<file path="config.mk">
export PLATFORM = sky130hd
export DESIGN_NAME = url_component_tagger
export DESIGN_NICKNAME = d
export VERILOG_FILES = /design/src/hdl/uct_pkg.sv /design/src/hdl/url_component_tagger.sv
export SDC_FILE = /design/constraint.sdc
export NUM_CORES = 1
export LEC_CHECK = 0
export ABC_AREA = 1
export BUFFER_PORTS_ARGS = -buffer_cell sky130_fd_sc_hd__buf_2
export CAP_MARGIN = 20
export CORE_MARGIN = 2
export CORE_UTILIZATION = 50
export DETAILED_ROUTE_END_ITERATION = 10
export GPL_ROUTABILITY_DRIVEN = 0
export GPL_TIMING_DRIVEN = 0
export HOLD_SLACK_MARGIN = 0.02
export PLACE_DENSITY_LB_ADDON = 0.2
export SYNTH_ARGS = -nofsm -noshare
export SYNTH_HDL_FRONTEND = slang
export SYNTH_SLANG_ARGS = --single-unit
</file>
<file path="constraint.sdc">
create_clock -name clk -period 3.5 [get_ports clk]
set_input_delay 0.7 -clock clk [delete_from_list [all_inputs] [get_ports clk]]
set_output_delay 0.7 -clock clk [all_outputs]
set_load 0.01 [all_outputs]
</file>
<file path="src/hdl/uct_pkg.sv">
`timescale 1ns / 1ps
`default_nettype none
// ---------------------------------------------------------------------------
// uct_pkg
// Types and constants shared by the URL component tagger.
// ---------------------------------------------------------------------------
package uct_pkg;

  typedef enum logic [2:0] {
    PH_LEAD   = 3'd0,
    PH_HOST   = 3'd1,
    PH_PORT   = 3'd2,
    PH_PATH   = 3'd3,
    PH_SEARCH = 3'd4,
    PH_HASH   = 3'd5
  } phase_t;

  localparam logic [1:0] HELD_NONE  = 2'd0;
  localparam logic [1:0] HELD_COLON = 2'd1;
  localparam logic [1:0] HELD_SLASH = 2'd2;

  localparam logic [2:0] TAG_LEAD  = 3'd0;
  localparam logic [2:0] TAG_DELIM = 3'd7;

  localparam logic [1:0] RES_NONE  = 2'd0;
  localparam logic [1:0] RES_PROTO = 2'd1;
  localparam logic [1:0] RES_HOST  = 2'd2;

  localparam logic [7:0] CH_COLON = 8'h3A;
  localparam logic [7:0] CH_SLASH = 8'h2F;
  localparam logic [7:0] CH_QUEST = 8'h3F;
  localparam logic [7:0] CH_HASH  = 8'h23;
  localparam logic [7:0] CH_NL    = 8'h0A;
  localparam logic [7:0] CH_ZERO  = 8'h30;
  localparam logic [7:0] CH_NINE  = 8'h39;

  localparam logic [15:0] PORT_MAX = 16'hFFFF;

  typedef struct packed {
    logic [7:0]  byte_val;
    logic [2:0]  tag;
    logic [1:0]  res;
    logic [15:0] port;
    logic        sat;
    logic        done;
    logic        last;
  } result_t;

endpackage
`default_nettype wire

</file>
<file path="src/hdl/url_component_tagger.sv">
`timescale 1ns / 1ps
`default_nettype none
// ---------------------------------------------------------------------------
// url_component_tagger
// Tags each URL byte as lead, host, port, path, search, hash or delimiter,
// resolves the lead to protocol or host, and sums the decimal port value.
// ---------------------------------------------------------------------------
// One input beat is taken per cycle while in_ready is high and yields zero
// to three result beats. The results of a beat are computed in the cycle it
// is accepted and land in a three-entry result queue that drains one beat
// per cycle while out_ready is high; a new input beat is taken once the
// queue holds at most one beat that leaves in the same cycle. Bytes that
// produce one result each therefore stream at one byte per clock while
// out_ready stays high; a byte that flushes a held ":" or ":/" stalls input
// until its extra beats drain. The first result follows in the next cycle.
// ---------------------------------------------------------------------------
module url_component_tagger
  import uct_pkg::*;
(
  input  wire logic        clk,
  input  wire logic        rst,
  input  wire logic        in_valid,
  output logic             in_ready,
  input  wire logic [7:0]  in_byte,
  input  wire logic        last_byte,
  output logic             out_valid,
  input  wire logic        out_ready,
  output logic [7:0]       out_byte,
  output logic [2:0]       part_tag,
  output logic [1:0]       lead_resolved,
  output logic [15:0]      port_value,
  output logic             port_overflow,
  output logic             url_done,
  output logic             run_last
);

  phase_t      phase, phase_next;
  logic [1:0]  held_count, held_next;
  logic [15:0] port_accum, port_next;
  logic        port_stopped, stopped_next;
  logic        port_sat, sat_next;

  result_t     rq [3];
  logic [1:0]  rq_cnt;

  logic        in_fire, out_fire;
  logic        is_nl, end_b, is_slash, is_digit;

  phase_t      tk_phase, dl_phase;
  logic        tk_lead, do_take, tk_valid, is_delim;
  result_t     tk_ent;
  result_t     pre [3];
  logic [1:0]  pre_n, res_n;
  result_t     ent [3];
  logic [19:0] port_mul;

  assign in_fire  = in_valid && in_ready;
  assign out_fire = out_valid && out_ready;
  assign in_ready = (rq_cnt == 2'd0) || (rq_cnt == 2'd1 && out_ready);

  assign is_nl    = (in_byte == CH_NL);
  assign end_b    = last_byte || is_nl;
  assign is_slash = (in_byte == CH_SLASH);
  assign is_digit = (in_byte >= CH_ZERO) && (in_byte <= CH_NINE);
  assign port_mul = {1'b0, port_accum, 3'b000} + {3'b000, port_accum, 1'b0}
                  + {16'd0, in_byte[3:0]};

  function automatic result_t mk(input logic [7:0] b, input logic [2:0] t,
                                 input logic [1:0] r, input logic [15:0] p,
                                 input logic s);
    result_t e;
    e.byte_val = b;
    e.tag      = t;
    e.res      = r;
    e.port     = p;
    e.sat      = s;
    e.done     = 1'b0;
    e.last     = 1'b0;
    return e;
  endfunction

  // held-byte flush ahead of the current byte
  always_comb begin
    tk_phase  = phase;
    tk_lead   = (phase == PH_LEAD);
    do_take   = 1'b1;
    pre_n     = 2'd0;
    held_next = HELD_NONE;
    for (int i = 0; i < 3; i++) begin
      pre[i] = '0;
    end
    if (phase == PH_LEAD && held_count == HELD_COLON) begin
      if (is_slash && !end_b) begin
        do_take   = 1'b0;
        held_next = HELD_SLASH;
      end else begin
        pre[0]   = mk(CH_COLON, TAG_DELIM, RES_HOST, port_accum, port_sat);
        pre_n    = 2'd1;
        tk_phase = PH_PORT;
        tk_lead  = 1'b0;
      end
    end else if (phase == PH_LEAD && held_count == HELD_SLASH) begin
      pre[1] = mk(CH_SLASH, TAG_DELIM, RES_NONE, port_accum, port_sat);
      if (is_slash) begin
        pre[0]   = mk(CH_COLON, TAG_DELIM, RES_PROTO, port_accum, port_sat);
        pre[2]   = mk(CH_SLASH, TAG_DELIM, RES_NONE, port_accum, port_sat);
        pre_n    = 2'd3;
        do_take  = 1'b0;
        tk_phase = PH_HOST;
      end else begin
        pre[0]   = mk(CH_COLON, TAG_DELIM, RES_HOST, port_accum, port_sat);
        pre_n    = 2'd2;
        tk_phase = PH_PATH;
        tk_lead  = 1'b0;
      end
    end
  end

  // current byte
  always_comb begin
    is_delim = 1'b1;
    dl_phase = tk_phase;
    if (in_byte == CH_HASH && tk_phase < PH_HASH) begin
      dl_phase = PH_HASH;
    end else if (in_byte == CH_QUEST && tk_phase < PH_SEARCH) begin
      dl_phase = PH_SEARCH;
    end else if (is_slash && tk_phase < PH_PATH) begin
      dl_phase = PH_PATH;
    end else if (in_byte == CH_COLON && tk_phase < PH_PORT) begin
      dl_phase = PH_PORT;
    end else begin
      is_delim = 1'b0;
    end
  end

  always_comb begin
    phase_next   = tk_phase;
    port_next    = port_accum;
    stopped_next = port_stopped;
    sat_next     = port_sat;
    tk_valid     = 1'b0;
    tk_ent       = '0;
    if (do_take) begin
      if (is_nl) begin
        tk_valid = 1'b1;
        tk_ent   = mk(in_byte, TAG_DELIM, tk_lead ? RES_HOST : RES_NONE,
                      port_accum, port_sat);
      end else if (tk_lead && in_byte == CH_COLON && !end_b) begin
        tk_valid = 1'b0;
      end else if (is_delim) begin
        tk_valid   = 1'b1;
        phase_next = dl_phase;
        tk_ent     = mk(in_byte, TAG_DELIM, tk_lead ? RES_HOST : RES_NONE,
                        port_accum, port_sat);
      end else begin
        if (tk_phase == PH_PORT) begin
          if (is_digit && !port_stopped) begin
            if (port_mul[19:16] != 4'd0) begin
              port_next = PORT_MAX;
              sat_next  = 1'b1;
            end else begin
              port_next = port_mul[15:0];
            end
          end else begin
            stopped_next = 1'b1;
          end
        end
        tk_valid = 1'b1;
        tk_ent   = mk(in_byte, tk_lead ? TAG_LEAD : (3'(tk_phase) + 3'd1),
                      (tk_lead && end_b) ? RES_HOST : RES_NONE,
                      port_next, sat_next);
      end
    end
  end

  always_comb begin
    res_n = pre_n + {1'b0, tk_valid};
    for (int k = 0; k < 3; k++) begin
      if (2'(k) < pre_n) begin
        ent[k] = pre[k];
      end else begin
        ent[k] = tk_ent;
      end
      if (res_n != 2'd0 && 2'(k) == res_n - 2'd1) begin
        ent[k].last = 1'b1;
        ent[k].done = end_b;
      end
    end
  end

  // parse state
  always_ff @(posedge clk) begin
    if (rst) begin
      phase        <= PH_LEAD;
      held_count   <= HELD_NONE;
      port_accum   <= '0;
      port_stopped <= 1'b0;
      port_sat     <= 1'b0;
    end else if (in_fire) begin
      if (end_b) begin
        phase        <= PH_LEAD;
        held_count   <= HELD_NONE;
        port_accum   <= '0;
        port_stopped <= 1'b0;
        port_sat     <= 1'b0;
      end else begin
        phase        <= phase_next;
        held_count   <= (tk_lead && do_take && in_byte == CH_COLON)
                        ? HELD_COLON : held_next;
        port_accum   <= port_next;
        port_stopped <= stopped_next;
        port_sat     <= sat_next;
      end
    end
  end

  // result queue
  always_ff @(posedge clk) begin
    if (rst) begin
      rq_cnt <= 2'd0;
    end else if (in_fire) begin
      rq_cnt <= res_n;
    end else if (out_fire) begin
      rq_cnt <= rq_cnt - 2'd1;
    end
  end

  always_ff @(posedge clk) begin
    if (in_fire) begin
      rq[0] <= ent[0];
      rq[1] <= ent[1];
      rq[2] <= ent[2];
    end else if (out_fire) begin
      rq[0] <= rq[1];
      rq[1] <= rq[2];
    end
  end

  assign out_valid     = (rq_cnt != 2'd0);
  assign out_byte      = rq[0].byte_val;
  assign part_tag      = rq[0].tag;
  assign lead_resolved = rq[0].res;
  assign port_value    = rq[0].port;
  assign port_overflow = rq[0].sat;
  assign url_done      = rq[0].done;
  assign run_last      = rq[0].last;

endmodule
`default_nettype wire

</file>
# Yosys cells after proc, flatten, opt, wreduce, memory -nomap -nowiden
# Memory sizes are Yosys's and may differ from the RTL's.
# Cells that the tools add are included.
[word_totals]
ff_bits = 25
ram_bits = 96
inputBits = 13
output_inout_bits = 34
word_cells = 161
mem_count = 1
[classes]
n_addsub = 6
n_lt_le_gt_ge = 9
eq_ne = 15
mux = 87
bitwise_logic = 2
reduce_logical = 35
[memory_table]
columns = ["name", "words", "word_bits", "rd", "rd_clocked_by_memory_dff", "wr", "line_no", "source"]
rows = [
  ["rq", 3, 32, 3, 0, 3, "url_component_tagger.sv:43", "result_t rq [3];"],
]
[ops]
columns = ["operator", "count"]
rows = [
  ["2-to-1 mux 32 bit", 9],
  ["2-to-1 mux 16 bit", 8],
  ["2-to-1 mux 94 bit", 1],
  ["2-to-1 mux 64 bit", 1],
  ["2-to-1 mux 30 bit", 2],
  ["2-to-1 mux 3 bit", 13],
  ["2-to-1 mux 1 bit", 37],
  ["== test 8 x 6 -> 1 bit (second input constant)", 4],
  ["2-to-1 mux 2 bit", 14],
  ["2-to-1 mux 24 bit", 1],
  ["2-to-1 mux 21 bit", 1],
  ["adder 19 x 17 -> 20 bit", 1],
  ["adder 20 x 4 -> 20 bit", 1],
  ["logical AND 1 bit", 20],
  ["nonzero test 2 bit", 5],
  ["== test 8 x 4 -> 1 bit (second input constant)", 1],
  [">= comparator 8 x 6 -> 1 bit (second input constant)", 1],
  ["less-or-equal comparator 8 x 6 -> 1 bit (second input constant)", 1],
  ["AND reduction 7 bit", 1],
  ["< comparator 3 x 2 -> 1 bit (second input constant)", 2],
  ["< comparator 3 bit (second input constant)", 2],
  ["!= test 2 bit (second input constant)", 3],
  ["AND reduction 5 bit", 1],
  ["== test 2 x 1 -> 1 bit (second input constant)", 2],
  ["other kinds (16)", 22],
]

# Depth between registers and ports, before layout
[depth]
ltp_word = 19
mapped_depth = 21
depth_no_buf = 21

# Worst setup path after synthesis
# Ideal clock, no wire load.
[synth_path]
path_kind = "input to register"
startpoint = "input in_byte[3]"
endpoint = "memory rq[0][8] (netlist bit) (data pin)"
setup_time_ns = 0.252
arrival_ns = 3.022
required_time_ns = 3.248
slack_ns = 0.226
path_stages = 18
n_path_buf = 1
cell_sequence = "inv_1 > fa_1 > fa_1 > inv_1 > nand2_1 > nand2_1 > nand3_1 > nand2_1 > nand2_1 > nand3_1 > nand2_1 > nor2_1 > buf_2 > nand3_1 > nand4_1 > nand2_1 > nand2_1 > nand2_1"
[synth_lines]
columns = ["item", "line_no", "source"]
rows = [
  ["start: declaration", "url_component_tagger.sv:24", "input wire logic [7:0] in_byte,"],
  ["end: declaration", "url_component_tagger.sv:43", ""],
]

==> impl_results.rst <==
.. list-table::
   :header-rows: 1

   * - Metric
     - Value
   * - Cell leakage power
     - 4.30 nW
   * - Max Cap Violations
     - 0
   * - Die Ht
     - 126 um
   * - Met1 track utilization from global routing
     - 0.328
   * - Required time of the worst setup path
     - 3.67 ns
   * - DRT iter0 DRCs
     - 610
   * - Boundary pin count
     - 47
   * - PD cells
     - 638 nW/um^2
   * - Clock tree root driver cell
     - sky130_fd_sc_hd__clkbuf_16
   * - Combinational group share of total power
     - 0.276
   * - Portion of netlist area occupied by mux cells
     - 0
   * - Final setup violation count
     - 0
   * - Cell type contributing the most total cell area after synthesis
     - sky130_fd_sc_hd__edfxtp_1
   * - Fraction of post-synthesis cell area in the top cell type by area
     - 0.377
   * - Run status
     - finished clean
   * - Register share of total power
     - 0.393
   * - Yosys synthesis warning count
     - 0
   * - Switching pwr
     - 1.63 mW
   * - Peak clock frequency supported by timing
     - 308 MHz
   * - Max IR drop VDD
     - 0.000520 V
   * - Sequential standard cell area
     - 3320 sq um
   * - Clock tree from TritonCTS
     - yes
   * - Overall die area
     - 16000 sq um
   * - Synthesized flop and latch total
     - 119
   * - H-tree levels
     - 4
   * - Vias per cell
     - 5.25
   * - Nets
     - 1081
   * - Synthesized area per cell
     - 7.77 sq um
   * - Final worst setup slack
     - 0.257 ns
   * - Syn Inst Count
     - 964
   * - Overall via count from detail_route
     - 6433
   * - Final WL
     - 17100 um
   * - Met3 Resource Use GR
     - 0.0388
   * - Worst slew margin relative to its limit
     - 0.428
   * - Total of buffers placed on input and output ports
     - 46
   * - Horizontal die dimension
     - 126 um
   * - Layout area overhead
     - 15.4%
   * - Post-synthesis xor/xnor area fraction
     - 0.0105
   * - Area occupied by multi-input gates
     - 3410 sq um
   * - Async set-or-reset flop fraction in the synthesized netlist
     - 0
   * - Transition time of the tightest slew-check pin
     - 0.857 ns
   * - Part of the power in the clock network
     - 0.331
   * - Post-Synthesis Cell Area
     - 7490 sq um
   * - Share of synthesized cell area in full adder, half adder and majority cells
     - 0.0638
   * - Path category of the worst min-delay check
     - reg -> reg
   * - Dominant combinational cell family by area after synthesis
     - simple AND/OR/NAND/NOR gates
   * - Post-DR wirelength/cell
     - 14.0 um
   * - Share of synthesized cell area in and, or, nand and nor gates
     - 0.293
   * - Critical-path maximum fanout
     - 6
   * - Clock buffer count from CTS
     - 17
   * - Post-synth EDFFs
     - 94
   * - Endpoints failing hold
     - 0
   * - Initial cell density of the core
     - 0.513
   * - Unrepaired setup endpoints after global routing
     - false
   * - Met2 Usage GRT
     - 0.332
   * - Leading post-synthesis cells by cell area
     - sky130_fd_sc_hd__edfxtp_1 38%, sky130_fd_sc_hd__nand2_1 16%, sky130_fd_sc_hd__dfxtp_1 6.7%, sky130_fd_sc_hd__ha_1 5.8%, sky130_fd_sc_hd__inv_1 4.7%
   * - Detailed Place HPWL
     - 13100 um
   * - Post-CTS setup buffer count
     - 0
   * - Mapped Nets
     - 1014
   * - Core outline area
     - 14600 sq um
   * - Crit share post-route
     - 0.927
   * - Fraction of the mapped netlist area in compound gates
     - 0.0842
   * - GRT overflow
     - 0
   * - Clk sink count
     - 119
   * - Cell variety after synth
     - 35
   * - Final period demand of the worst path
     - 3.24 ns
   * - Remaining antenna violation count after routing
     - 0
   * - Prevailing post-synth register cell
     - sky130_fd_sc_hd__edfxtp_1
   * - Internal power
     - 3.89 mW
   * - Pre-CTS setup slack
     - -0.553 ns
   * - Total routing usage reported by global routing
     - 0.222
   * - Most congested layer reported by global routing
     - met2
   * - Worst-skew pair later-pin latency
     - 0.42 ns
   * - Clock slew at the register clock pins of the worst setup and hold paths
     - 0.05 ns
   * - Fraction of final layout cells sized beyond drive strength 1
     - 0.140
   * - Kind of capture point of the worst setup path
     - register
   * - Worst hold-check slack
     - 0.468 ns
   * - Largest net degree at the start of global routing
     - 49
   * - Path type of the worst setup path
     - in -> reg
   * - Total count of max-transition violations in the final report
     - 0
   * - Global-route wire length before repair
     - 28300 um
   * - Maximum root-to-sink buffer count
     - 2
   * - Antenna cell count
     - 0
   * - Number of global-route vias before repair
     - 5710
   * - Switch share
     - 0.295
   * - Setup Skew
     - 0.0112 ns
   * - Cell Rows
     - 44
   * - First-pass iteration count of the detailed router
     - 5
   * - Filler Cell Count
     - 1308
   * - Endpoint arrival time on the critical path
     - 3.41 ns
   * - Setup crit start kind
     - primary input
   * - Register area share after synthesis
     - 0.444
   * - Initial antenna violation count
     - 0
   * - DRC violation count after routing
     - 0
## cell type report
| cell class | instances | area share |
|---|---|---|
| Multi-Input combinational cell | 678 | 0.394 |
| Sequential cell | 119 | 0.384 |
| Clock buffer | 17 | 0.0492 |
| Buffer | 66 | 0.0481 |
| Inverter | 101 | 0.0441 |
| Timing Repair Buffer | 48 | 0.0321 |
| Tap cell | 184 | 0.0266 |
| Clock inverter | 12 | 0.0214 |
## synth_stat cells (all sizes together) (2+ instances only)
| cell | n |
|---|---|
| a21oi | 68 |
| buf | 43 |
| clkbuf | 23 |
| clkinv | 3 |
| dfxtp | 25 |
| edfxtp | 94 |
| fa | 2 |
| ha | 35 |
| inv | 98 |
| nand2 | 328 |
| nand3 | 67 |
| nand3b | 2 |
| nand4 | 30 |
| nor2 | 67 |
| nor3 | 9 |
| nor4 | 2 |
| o21ai | 55 |
| or2 | 2 |
| xnor2 | 4 |
| xor2 | 5 |
## worst paths after layout
check | from | end | slack, ns | cells past startpoint
setup / recovery | in_byte[3] | rq[0][5] | 0.26 | 20
hold / removal | port_stopped | port_stopped | 0.47 | 2
setup reg to reg | port_accum[0] | rq[0][5] | 0.28 | 19
hold reg to reg | port_stopped | port_stopped | 0.47 | 2
## worst max-delay path, stage by stage
cell,delay [ns]
sky130_fd_sc_hd__buf_2,0.14
sky130_fd_sc_hd__inv_1,0.11
sky130_fd_sc_hd__fa_1,0.53
sky130_fd_sc_hd__fa_2,0.42
sky130_fd_sc_hd__inv_1,0.06
sky130_fd_sc_hd__nand2_1,0.04
sky130_fd_sc_hd__nand2_1,0.09
sky130_fd_sc_hd__nand3_1,0.08
sky130_fd_sc_hd__nand2_1,0.12
sky130_fd_sc_hd__nand2_1,0.09
sky130_fd_sc_hd__nand3_1,0.08
sky130_fd_sc_hd__nand2_1,0.09
sky130_fd_sc_hd__nor2_4,0.19
sky130_fd_sc_hd__nand2_2,0.11
sky130_fd_sc_hd__nand2_2,0.10
sky130_fd_sc_hd__nand2_1,0.08
sky130_fd_sc_hd__nand3_1,0.12
sky130_fd_sc_hd__nand2_1,0.08
sky130_fd_sc_hd__nand2_1,0.10
sky130_fd_sc_hd__nand2_1,0.05
## power groups by stage
stage	Sequential [mW]	Clock, mW	Combinational (mW)
global placement	2.20	0	1.45
CTS	2.17	1.85	1.52
floorplan	2.20	0	1.05
global route	2.20	1.90	1.69
detailed placement	2.19	0	1.52
finish	2.17	1.83	1.52
## kinds of logic (layout without fill, tap and decap cells)
kind of cell    count (synthesis)  count (layout)
compound gates                125             125
xor+xnor                        9               9
fa+ha+maj                      37              37
buf+inv                       167             244
flops                         119             119
simple gates                  507             507
## metal layers
metal / vias to the layer above / wire length, um
li1: 3295 / -
met1: 2904 / 8380
met2: 216 / 7490
met3: 18 / 1000
met4: 0 / 268
met5: - / 0
## sequential cells by signal, indices dropped and copies added, names as in the netlist
signal and flops:
rq_cnt 2, port_stopped 1, port_accum 16, held_count 2, phase 3, port_sat 1, rq 94
## cell usage in the layout, fill, tap and decap left out, types with 2 or more instances in the layout
master                      instances
sky130_fd_sc_hd__nand3_2            2
sky130_fd_sc_hd__clkbuf_16         17
sky130_fd_sc_hd__nand2_2            7
sky130_fd_sc_hd__inv_2              5
sky130_fd_sc_hd__o21ai_1            6
sky130_fd_sc_hd__clkbuf_1          23
sky130_fd_sc_hd__o21ai_0           49
sky130_fd_sc_hd__xnor2_1            4
sky130_fd_sc_hd__or2_1              2
sky130_fd_sc_hd__nand2_1          319
sky130_fd_sc_hd__buf_4             31
sky130_fd_sc_hd__nand4_1           30
sky130_fd_sc_hd__dfxtp_1           25
sky130_fd_sc_hd__nor2_2             3
sky130_fd_sc_hd__nand3b_1           2
sky130_fd_sc_hd__inv_1             92
sky130_fd_sc_hd__nor4_1             2
sky130_fd_sc_hd__ha_1              35
sky130_fd_sc_hd__nor2_1            58
sky130_fd_sc_hd__a21oi_1           68
sky130_fd_sc_hd__nand3_4            2
sky130_fd_sc_hd__buf_2             51
sky130_fd_sc_hd__edfxtp_1          94
sky130_fd_sc_hd__nor2_4             6
sky130_fd_sc_hd__buf_6              6
sky130_fd_sc_hd__bufinv_16          5
sky130_fd_sc_hd__nand3_1           63
sky130_fd_sc_hd__nor3_1             8
sky130_fd_sc_hd__xor2_1             5
sky130_fd_sc_hd__clkinv_2           3
sky130_fd_sc_hd__clkinv_1           6
sky130_fd_sc_hd__nand2_4            2
## what timing repair did
| action | in CTS | in global routing |
|---|---|---|
| hold buffers | 0 | 0 |
| pin swaps | 0 | 3 |
| endpoints found under the setup margin | 35 | 44 |
| gates resized for setup | 1 | 13 |
## stage by stage
step                      instances  total power [mW]  TNS, ns  instance area [sq um]  utilization
final                          1225              5.51        0                   8640        0.593
after global placement         1194              3.65   -23.53                   7950        0.545
after floorplan                 964              3.25        0                   7490            -
after CTS                      1225              5.54        0                   8610        0.590
after detailed placement       1196              3.71   -27.03                   8000        0.548
after global routing           1225              5.80        0                   8640        0.593
(Power assumes the default switching activity.)
